[src/lbmc_pkg.sv]
package lbmc_pkg;

  localparam int unsigned LightW   = 8;
  localparam int unsigned MotorW   = 9;
  localparam int unsigned CheckW   = 8;
  localparam int unsigned BlinkW   = 5;
  localparam int unsigned BlinkCntW = 6;
  localparam int unsigned CfgIdxW  = 8;
  localparam int unsigned CfgDataW = 9;

  localparam logic [LightW-1:0] ThresholdRst = 8'd170;
  localparam logic [MotorW-1:0] MotorTicksRst = 9'd480;
  localparam logic [CheckW-1:0] CheckIntRst  = 8'd20;
  localparam logic [BlinkW-1:0] BlinkIntRst  = 5'd15;

  // Register indexes of the configuration port.
  localparam logic [CfgIdxW-1:0] CfgThreshold  = 8'd0;
  localparam logic [CfgIdxW-1:0] CfgMotorTicks = 8'd1;
  localparam logic [CfgIdxW-1:0] CfgCheckInt   = 8'd2;
  localparam logic [CfgIdxW-1:0] CfgBlinkInt   = 8'd3;

  // Bit positions in the indicator LED vector.
  localparam int unsigned LedOpen  = 0;
  localparam int unsigned LedMove  = 1;
  localparam int unsigned LedClose = 2;

  typedef struct packed {
    logic [LightW-1:0] light_threshold;
    logic [MotorW-1:0] motor_ticks;
    logic [CheckW-1:0] check_interval;
    logic [BlinkW-1:0] blink_interval;
  } lbmc_cfg_t;

  typedef struct packed {
    logic led_open_dir;
    logic led_moving;
    logic led_close_dir;
    logic blinds_open;
    logic moving;
  } lbmc_result_t;

endpackage

[src/lbmc_if.sv]
interface lbmc_in_if;
  import lbmc_pkg::*;
  logic              valid;
  logic              ready;
  logic [LightW-1:0] light_sample;

  modport source (output valid, output light_sample, input ready);
  modport sink (input valid, input light_sample, output ready);
endinterface

interface lbmc_out_if;
  logic valid;
  logic ready;
  logic led_open_dir;
  logic led_moving;
  logic led_close_dir;
  logic blinds_open;
  logic moving;

  modport source (output valid, output led_open_dir, output led_moving,
                  output led_close_dir, output blinds_open, output moving,
                  input ready);
  modport sink (input valid, input led_open_dir, input led_moving,
                input led_close_dir, input blinds_open, input moving,
                output ready);
endinterface

interface lbmc_cfg_if;
  import lbmc_pkg::*;
  logic                valid;
  logic                ready;
  logic [CfgIdxW-1:0]  index;
  logic [CfgDataW-1:0] data;

  modport source (output valid, output index, output data, input ready);
  modport sink (input valid, input index, input data, output ready);
endinterface

[src/lbmc_cfg_regs.sv]
module lbmc_cfg_regs (
  input  logic                      clk_i,
  input  logic                      rst_ni,
  input  logic                      wr_en_i,
  input  logic [lbmc_pkg::CfgIdxW-1:0]  wr_index_i,
  input  logic [lbmc_pkg::CfgDataW-1:0] wr_data_i,
  output lbmc_pkg::lbmc_cfg_t       cfg_o
);
  import lbmc_pkg::*;

  lbmc_cfg_t cfg_q;

  // Writes to indexes beyond the register list fall into the default arm.
  always_ff @(posedge clk_i or negedge rst_ni) begin
    if (!rst_ni) begin
      cfg_q.light_threshold <= ThresholdRst;
      cfg_q.motor_ticks     <= MotorTicksRst;
      cfg_q.check_interval  <= CheckIntRst;
      cfg_q.blink_interval  <= BlinkIntRst;
    end else if (wr_en_i) begin
      case (wr_index_i)
        CfgThreshold:  cfg_q.light_threshold <= wr_data_i[LightW-1:0];
        CfgMotorTicks: cfg_q.motor_ticks     <= wr_data_i[MotorW-1:0];
        CfgCheckInt:   cfg_q.check_interval  <= wr_data_i[CheckW-1:0];
        CfgBlinkInt:   cfg_q.blink_interval  <= wr_data_i[BlinkW-1:0];
        default: ;
      endcase
    end
  end

  assign cfg_o = cfg_q;

endmodule

[src/lbmc_ctrl.sv]
module lbmc_ctrl (
  input  logic                        clk_i,
  input  logic                        rst_ni,
  input  logic                        step_i,
  input  logic [lbmc_pkg::LightW-1:0] light_sample_i,
  input  lbmc_pkg::lbmc_cfg_t         cfg_i,
  output lbmc_pkg::lbmc_result_t      result_o
);
  import lbmc_pkg::*;

  logic [BlinkCntW-1:0] blink_count_q, blink_count_d;
  logic                 blink_active_q, blink_active_d;
  logic                 busy_q, busy_d;
  logic [MotorW-1:0]    motor_count_q, motor_count_d;
  logic [CheckW-1:0]    check_count_q, check_count_d;
  logic                 pos_open_q, pos_open_d;
  logic                 target_open_q, target_open_d;
  logic [2:0]           leds_q, leds_d;

  always_comb begin
    blink_count_d  = blink_count_q;
    blink_active_d = blink_active_q;
    busy_d         = busy_q;
    motor_count_d  = motor_count_q;
    check_count_d  = check_count_q;
    pos_open_d     = pos_open_q;
    target_open_d  = target_open_q;
    leds_d         = leds_q;

    // Blink: past the limit the count restarts so that it reads 2 afterwards.
    if (blink_active_q) begin
      if (blink_count_q > {1'b0, cfg_i.blink_interval}) begin
        leds_d[LedMove] = ~leds_q[LedMove];
        blink_count_d   = BlinkCntW'(2);
      end else begin
        blink_count_d = blink_count_q + BlinkCntW'(1);
      end
    end

    // Motor run-down.
    if (motor_count_q != '0) begin
      motor_count_d = motor_count_q - MotorW'(1);
    end else if (busy_q) begin
      leds_d[LedMove] = 1'b0;
      blink_active_d  = 1'b0;
      busy_d          = 1'b0;
      pos_open_d      = target_open_q;
    end

    // Periodic light check while idle.
    if (!busy_d) begin
      if (check_count_q >= cfg_i.check_interval) begin
        check_count_d = '0;
        if (light_sample_i > cfg_i.light_threshold) begin
          if (pos_open_d) begin
            leds_d[LedOpen]  = 1'b0;
            leds_d[LedClose] = 1'b1;
            motor_count_d    = cfg_i.motor_ticks;
            blink_active_d   = 1'b1;
            busy_d           = 1'b1;
            target_open_d    = 1'b0;
          end
        end else begin
          if (!pos_open_d) begin
            leds_d[LedClose] = 1'b0;
            leds_d[LedOpen]  = 1'b1;
            motor_count_d    = cfg_i.motor_ticks;
            blink_active_d   = 1'b1;
            busy_d           = 1'b1;
            target_open_d    = 1'b1;
          end
        end
      end else begin
        check_count_d = check_count_q + CheckW'(1);
      end
    end

    result_o.led_open_dir  = leds_d[LedOpen];
    result_o.led_moving    = leds_d[LedMove];
    result_o.led_close_dir = leds_d[LedClose];
    result_o.blinds_open   = pos_open_d;
    result_o.moving        = busy_d;
  end

  always_ff @(posedge clk_i or negedge rst_ni) begin
    if (!rst_ni) begin
      blink_count_q  <= '0;
      blink_active_q <= 1'b0;
      busy_q         <= 1'b0;
      motor_count_q  <= '0;
      check_count_q  <= '0;
      pos_open_q     <= 1'b0;
      target_open_q  <= 1'b0;
      leds_q         <= '0;
    end else if (step_i) begin
      blink_count_q  <= blink_count_d;
      blink_active_q <= blink_active_d;
      busy_q         <= busy_d;
      motor_count_q  <= motor_count_d;
      check_count_q  <= check_count_d;
      pos_open_q     <= pos_open_d;
      target_open_q  <= target_open_d;
      leds_q         <= leds_d;
    end
  end

`ifndef SYNTHESIS
  a_blink_follows_busy: assert property (@(posedge clk_i) disable iff (!rst_ni)
    blink_active_q == busy_q)
    else $error("blink activity out of step with the move");

  a_dir_leds_exclusive: assert property (@(posedge clk_i) disable iff (!rst_ni)
    !(leds_q[LedOpen] && leds_q[LedClose]))
    else $error("both direction LEDs lit");

  a_move_led_only_busy: assert property (@(posedge clk_i) disable iff (!rst_ni)
    leds_q[LedMove] |-> busy_q)
    else $error("moving LED lit with no move in progress");

  a_idle_holds_state: assert property (@(posedge clk_i) disable iff (!rst_ni)
    !step_i |=> $stable(motor_count_q) && $stable(pos_open_q))
    else $error("state changed without a tick");
`endif

endmodule

[src/light_blind_motor_controller.sv]
// Light-driven blind motor controller.
// Each item on light_i is one timer tick carrying a light sample; each tick
// yields exactly one item on result_o with the LED states, the blind
// position and the moving flag as they stand after that tick.
// cfg_i writes the threshold, motor run length, check interval and blink
// interval by register index 0 to 3; other indexes are ignored. cfg_i is
// always ready and should be written only while no tick is in flight.
// A tick accepted on light_i is captured in the input register, then evaluated
// and written to the result register once that register is free or being
// emptied, and is offered on result_o from then on.
// Throughput: one tick per cycle while result_o is ready, since the state
// update between the input register and the result register is combinational.
// When the receiver stalls, the result register holds its item and the
// input register holds one more tick; light_i then drops ready until the
// result is taken. Nothing is dropped.
// Reset clears all counters and flags, turns every LED off, marks the
// blinds closed and loads the default register values.
module light_blind_motor_controller (
  input  logic      clk_i,
  input  logic      rst_ni,
  lbmc_in_if.sink   light_i,
  lbmc_cfg_if.sink  cfg_i,
  lbmc_out_if.source result_o
);
  import lbmc_pkg::*;

  logic              in_valid_q;
  logic [LightW-1:0] in_sample_q;
  logic              out_valid_q;
  lbmc_result_t      out_q;
  lbmc_result_t      step_result;
  lbmc_cfg_t         cfg;
  logic              step;
  logic              in_take;

  // A tick is evaluated when the result register is free or being emptied.
  assign step    = in_valid_q && (!out_valid_q || result_o.ready);
  assign light_i.ready = !in_valid_q || step;
  assign in_take = light_i.valid && light_i.ready;

  assign cfg_i.ready = 1'b1;

  lbmc_cfg_regs u_cfg (
    .clk_i      (clk_i),
    .rst_ni     (rst_ni),
    .wr_en_i    (cfg_i.valid),
    .wr_index_i (cfg_i.index),
    .wr_data_i  (cfg_i.data),
    .cfg_o      (cfg)
  );

  lbmc_ctrl u_ctrl (
    .clk_i          (clk_i),
    .rst_ni         (rst_ni),
    .step_i         (step),
    .light_sample_i (in_sample_q),
    .cfg_i          (cfg),
    .result_o       (step_result)
  );

  always_ff @(posedge clk_i or negedge rst_ni) begin
    if (!rst_ni) begin
      in_valid_q  <= 1'b0;
      out_valid_q <= 1'b0;
    end else begin
      if (light_i.ready) begin
        in_valid_q <= light_i.valid;
      end
      if (step) begin
        out_valid_q <= 1'b1;
      end else if (result_o.ready) begin
        out_valid_q <= 1'b0;
      end
    end
  end

  always_ff @(posedge clk_i) begin
    if (in_take) begin
      in_sample_q <= light_i.light_sample;
    end
    if (step) begin
      out_q <= step_result;
    end
  end

  assign result_o.valid         = out_valid_q;
  assign result_o.led_open_dir  = out_q.led_open_dir;
  assign result_o.led_moving    = out_q.led_moving;
  assign result_o.led_close_dir = out_q.led_close_dir;
  assign result_o.blinds_open   = out_q.blinds_open;
  assign result_o.moving        = out_q.moving;

`ifndef SYNTHESIS
  a_stall_blocks_step: assert property (@(posedge clk_i) disable iff (!rst_ni)
    (out_valid_q && !result_o.ready) |-> !step)
    else $error("tick evaluated over an untaken result");

  a_full_stall_no_take: assert property (@(posedge clk_i) disable iff (!rst_ni)
    (in_valid_q && out_valid_q && !result_o.ready) |-> !light_i.ready)
    else $error("new item taken while both stages are full");

  a_step_gives_result: assert property (@(posedge clk_i) disable iff (!rst_ni)
    step |=> out_valid_q)
    else $error("evaluated tick left no result");
`endif

endmodule
[src/flat_wrapper.sv]
// flat-port wrapper written by rule: the top's interface ports become plain ports
module light_blind_motor_controller_flat import lbmc_pkg::*;
  (clk_i, rst_ni, light_i_valid, light_i_light_sample, light_i_ready, cfg_i_valid, cfg_i_index, cfg_i_data, cfg_i_ready, result_o_valid, result_o_led_open_dir, result_o_led_moving, result_o_led_close_dir, result_o_blinds_open, result_o_moving, result_o_ready);
  lbmc_in_if light_i_i ();
  lbmc_cfg_if cfg_i_i ();
  lbmc_out_if result_o_i ();
  input  logic clk_i;
  input  logic rst_ni;
  input wire logic [$bits(light_i_i.valid)-1:0] light_i_valid;
  input wire logic [$bits(light_i_i.light_sample)-1:0] light_i_light_sample;
  output wire logic [$bits(light_i_i.ready)-1:0] light_i_ready;
  input wire logic [$bits(cfg_i_i.valid)-1:0] cfg_i_valid;
  input wire logic [$bits(cfg_i_i.index)-1:0] cfg_i_index;
  input wire logic [$bits(cfg_i_i.data)-1:0] cfg_i_data;
  output wire logic [$bits(cfg_i_i.ready)-1:0] cfg_i_ready;
  output wire logic [$bits(result_o_i.valid)-1:0] result_o_valid;
  output wire logic [$bits(result_o_i.led_open_dir)-1:0] result_o_led_open_dir;
  output wire logic [$bits(result_o_i.led_moving)-1:0] result_o_led_moving;
  output wire logic [$bits(result_o_i.led_close_dir)-1:0] result_o_led_close_dir;
  output wire logic [$bits(result_o_i.blinds_open)-1:0] result_o_blinds_open;
  output wire logic [$bits(result_o_i.moving)-1:0] result_o_moving;
  input wire logic [$bits(result_o_i.ready)-1:0] result_o_ready;
  assign light_i_i.valid = light_i_valid;
  assign light_i_i.light_sample = light_i_light_sample;
  assign light_i_ready = light_i_i.ready;
  assign cfg_i_i.valid = cfg_i_valid;
  assign cfg_i_i.index = cfg_i_index;
  assign cfg_i_i.data = cfg_i_data;
  assign cfg_i_ready = cfg_i_i.ready;
  assign result_o_valid = result_o_i.valid;
  assign result_o_led_open_dir = result_o_i.led_open_dir;
  assign result_o_led_moving = result_o_i.led_moving;
  assign result_o_led_close_dir = result_o_i.led_close_dir;
  assign result_o_blinds_open = result_o_i.blinds_open;
  assign result_o_moving = result_o_i.moving;
  assign result_o_i.ready = result_o_ready;
  light_blind_motor_controller u_core (.clk_i(clk_i), .rst_ni(rst_ni), .light_i(light_i_i), .cfg_i(cfg_i_i), .result_o(result_o_i));
endmodule
[config.mk]
export PLATFORM = sky130hd
export DESIGN_NAME = light_blind_motor_controller_flat
export DESIGN_NICKNAME = d
export VERILOG_FILES = /design/src/lbmc_pkg.sv /design/src/lbmc_if.sv /design/src/lbmc_cfg_regs.sv /design/src/lbmc_ctrl.sv /design/src/light_blind_motor_controller.sv /design/src/flat_wrapper.sv
export SDC_FILE = /design/constraint.sdc
export NUM_CORES = 1
export LEC_CHECK = 0
export BUFFER_PORTS_ARGS = -buffer_cell sky130_fd_sc_hd__buf_2
export CORE_AREA = 2 2 102 104
export DETAILED_ROUTE_END_ITERATION = 6
export DIE_AREA = 0 0 104 106
export PLACE_DENSITY_LB_ADDON = 0.25
export SYNTH_ARGS = -nofsm -noshare
export SYNTH_HDL_FRONTEND = slang
export SYNTH_SLANG_ARGS = --single-unit
[constraint.sdc]
create_clock -name clk_i -period 7.8 [get_ports clk_i]
set_input_delay 1.56 -clock clk_i [delete_from_list [all_inputs] [get_ports clk_i]]
set_output_delay 1.56 -clock clk_i [all_outputs]
set_load 0.1 [all_outputs]
==> impl_metrics.sql <==
INSERT INTO impl_metrics (metric_group, metric, value, unit) VALUES
('run_status', 'run_status', 'complete, no violations', ''),
('yosys', 'synth_async_sr_flop_share', '0.8267', ''),
('die', 'die_x', '104', 'um'),
('worst_hold_path', 'whs_path_depth', '1', ''),
('cells_and_area', 'final_cell_mix', 'sky130_fd_sc_hd__dfrtp_1 (48), sky130_fd_sc_hd__nand2_1 (40), sky130_fd_sc_hd__buf_2 (36), sky130_fd_sc_hd__o21ai_0 (30), sky130_fd_sc_hd__inv_1 (29)', ''),
('cts', 'cts_max_level', '3', ''),
('cts', 'cts_post_setup_buffers_inserted', '0', ''),
('cts', 'cts_buffers', '9', ''),
('power_and_ir_drop', 'p_total', '0.001030', 'W'),
('cells_and_area', 'finalCoreUtilization', '0.4416', ''),
('yosys', 'post_synth_instance_area', '0.003911', 'mm2'),
('power_and_ir_drop', 'ir_worst_vdd', '0.09481', 'mV'),
('placed_design', 'placedInstanceArea', '0.004234', 'mm2'),
('job', 'max_cap_viol_count', '0', ''),
('critical_path', 'cp_data_arrival_time', '2.21', 'ns'),
('cts', 'cts-resized-gates', '0', ''),
('cells_and_area', 'final-seq-area', '0.001959', 'mm2'),
('sta', 'grt_setup_unrepaired', 'false', ''),
('yosys', 'yosys.area_share.simple', '0.1513', ''),
('cells_and_area', 'layout_commonest_cell', 'sky130_fd_sc_hd__dfrtp_1', ''),
('yosys', 'ff_latch_count_synth', '75', ''),
('cts', 'tritoncts_num_sinks', '75', ''),
('cts', 'worst_path_clk_slew', '0.08', 'ns'),
('cts', 'cts-root-buf', 'sky130_fd_sc_hd__clkbuf_8', ''),
('die', 'fp.dieH', '106', 'um'),
('yosys', 'yosys_warnings', '0', ''),
('cells_and_area', 'proportion_of_layout_cells_with_a_drive_suffix_above_1', '0.2592', ''),
('cts', 'tritoncts_clock_tree', 'done', ''),
('critical_path', 'cpPeakStageDelay', '0.44', 'ns'),
('drt', 'dr.pass1.iters', '4', ''),
('critical_path', 'crit_path_top_delay_cell', 'sky130_fd_sc_hd__buf_2', ''),
('sta', 'finalWorstPathRequiredPeriod', '3.767', 'ns'),
('drt', 'drcViolationCount', '0', ''),
('sta', 'worst_hold_slack', '0.5071', 'ns'),
('drt', 'routed_wire_length_per_instance', '14.14', 'um'),
('yosys', 'synthesized_area_fraction_occupied_by_adder_cells', '0.08317', ''),
('sta', 'tns', '0', 'ns'),
('placed_design', 'port-buffer-count', '36', ''),
('cts', 'clockBufferDepth', '2', ''),
('drt', 'ratio_of_routed_vias_to_standard_cells', '5.139', ''),
('die', 'io_pins', '38', ''),
('power_and_ir_drop', 'power.density', '233.2', 'mW/mm2'),
('cells_and_area', 'synthToLayoutAreaGrowth', '12.89', '%'),
('critical_path', 'critical_path.most_common_cell', 'sky130_fd_sc_hd__buf_2', ''),
('placed_design', 'place_hpwl', '5520', 'um'),
('cells_and_area', 'postLayoutCellArea', '0.004415', 'mm2'),
('drt', 'dr.first_iter.drc_count', '99', ''),
('yosys', 'syn_inst', '363', ''),
('critical_path', 'worstPathMaxFanout', '3', ''),
('die', 'die_area', '0.01102', 'mm2'),
('sta', 'part_of_the_cycle_the_worst_path_needs', '0.4830', ''),
('global_routing', 'antenna_violations_before_repair', '0', ''),
('sta', 'total_setup_violations_reported_at_the_end_of_the_flow', '0', ''),
('die', 'initial_cell_density_of_the_core', '0.3911', ''),
('cts', 'clock_insertion_delay_worst_skew', '0.35', 'ns'),
('sta', 'final_max_slew_viol_count', '0', ''),
('critical_path', 'required_time_at_the_worst_slack_endpoint', '6.24', 'ns'),
('yosys', 'average_size_of_a_mapped_cell', '10.77', 'um2'),
('die', 'fp.coreArea', '0.01000', 'mm2'),
('sta', 'slew_headroom', '0.4301', ''),
('cells_and_area', 'area_used_by_multi_input_combinational_logic', '0.001794', 'mm2'),
('power_and_ir_drop', 'power.static_leakage', '1.939', 'nW'),
('global_routing', 'grt_max_degree', '63', ''),
('yosys', 'synth_mux_area_frac', '0.09085', ''),
('sta', 'clock.fmax', '0.2654', 'GHz'),
('yosys', 'postSynthNetCount', '419', ''),
('drt', 'num_vias', '2801', ''),
('cts', 'count_of_hold_fix_buffers_inserted_at_cts', '0', ''),
('drt', 'finalWirelength', '7704', 'um'),
('cells_and_area', 'fillerInstances', '1017', ''),
('global_routing', 'globalRouteTotalUtil', '0.1505', '');
[report_power, final]
group,total (W),internal (W),switching [W]
combinational,0.000252,0.0000948,0.000158
clock,0.000278,0.000119,0.000159
sequential,0.000499,0.000453,0.0000456
[synthesized netlist by cell type (all sizes together) (6+ instances only)]
| cell | n | area share |
|---|---|---|
| ha | 26 | 0.083 |
| nand3 | 8 | 0.010 |
| dfstp | 14 | 0.094 |
| inv | 30 | 0.029 |
| o211ai | 7 | 0.013 |
| o21ai | 34 | 0.044 |
| dfrtp | 48 | 0.31 |
| a21oi | 15 | 0.019 |
| mux2i | 6 | 0.022 |
| nand2 | 43 | 0.044 |
| edfxtp | 13 | 0.10 |
| mux2 | 24 | 0.069 |
| nor2 | 10 | 0.0096 |
| nor3 | 7 | 0.0090 |
[worst max-delay path, delay by kind of cell]
kind | cells | cell delay (ns)
buf+inv | 2 | 0.52
simple gates | 1 | 0.13
[through the flow]
| step | setup WS [ns] | std cells |
|---|---|---|
| floorplan | 3.858 | 363 |
| global placement | 3.806 | 529 |
| detailed placement | 3.732 | 529 |
| CTS | 4.031 | 545 |
| global route | 3.914 | 545 |
| finish | 4.033 | 545 |
[routing by layer]
metal | GRT usage | wire (um) | up-vias
met1 | 0.2067 | 3846 | 1341
met5 | 0 | 0 | -
li1 | - | - | 1393
met3 | 0.02636 | 280 | 10
met4 | 0.06467 | 114 | 0
met2 | 0.2354 | 3462 | 57
[registers in the layout (all words and copies together), names as in the netlist, 3 cells and up]
register	count
u_core.u_ctrl.check_count_q	8
u_core.u_cfg.cfg_o	30
u_core.in_sample_q	8
u_core.u_ctrl.leds_q	3
u_core.u_ctrl.motor_count_q	9
u_core.u_ctrl.blink_count_q	6
[cell type report]
cell class	count	area share
Clock buffer	9	0.02805
Clock inverter	7	0.01303
Inverter	30	0.02607
Multi-Input combinational cell	250	0.4063
Sequential cell	75	0.4438
Tap cell	136	0.03854
Timing Repair Buffer	38	0.04421
[final timing paths]
path                                           startpoint                        endpoint  slack (ns)
max                                        result_o_ready                   light_i_ready        4.03
min                                     u_core.in_valid_q           u_core.result_o.valid        0.51
max reg2reg                u_core.u_ctrl.motor_count_q[0]  u_core.u_ctrl.motor_count_q[1]        4.79
min reg2reg                             u_core.in_valid_q           u_core.result_o.valid        0.51
max in group asynchronous                          rst_ni            u_core.u_ctrl.busy_q        5.88
min in group asynchronous                          rst_ni  u_core.u_ctrl.motor_count_q[7]        1.36
[cell families (layout without fill, tap and decap cells)]
kind of cell / after synthesis / in the layout
AOI/OAI and AO/OA: 83 / 83
xor gates and xnor gates: 1 / 1
adders and majority gates: 26 / 26
buffers and inverters: 38 / 84
DFF: 75 / 75
muxes: 30 / 30
other: 1 / 1
and+or+nand+nor: 109 / 109
No activity file was read; power rests on OpenSTA's default activity.
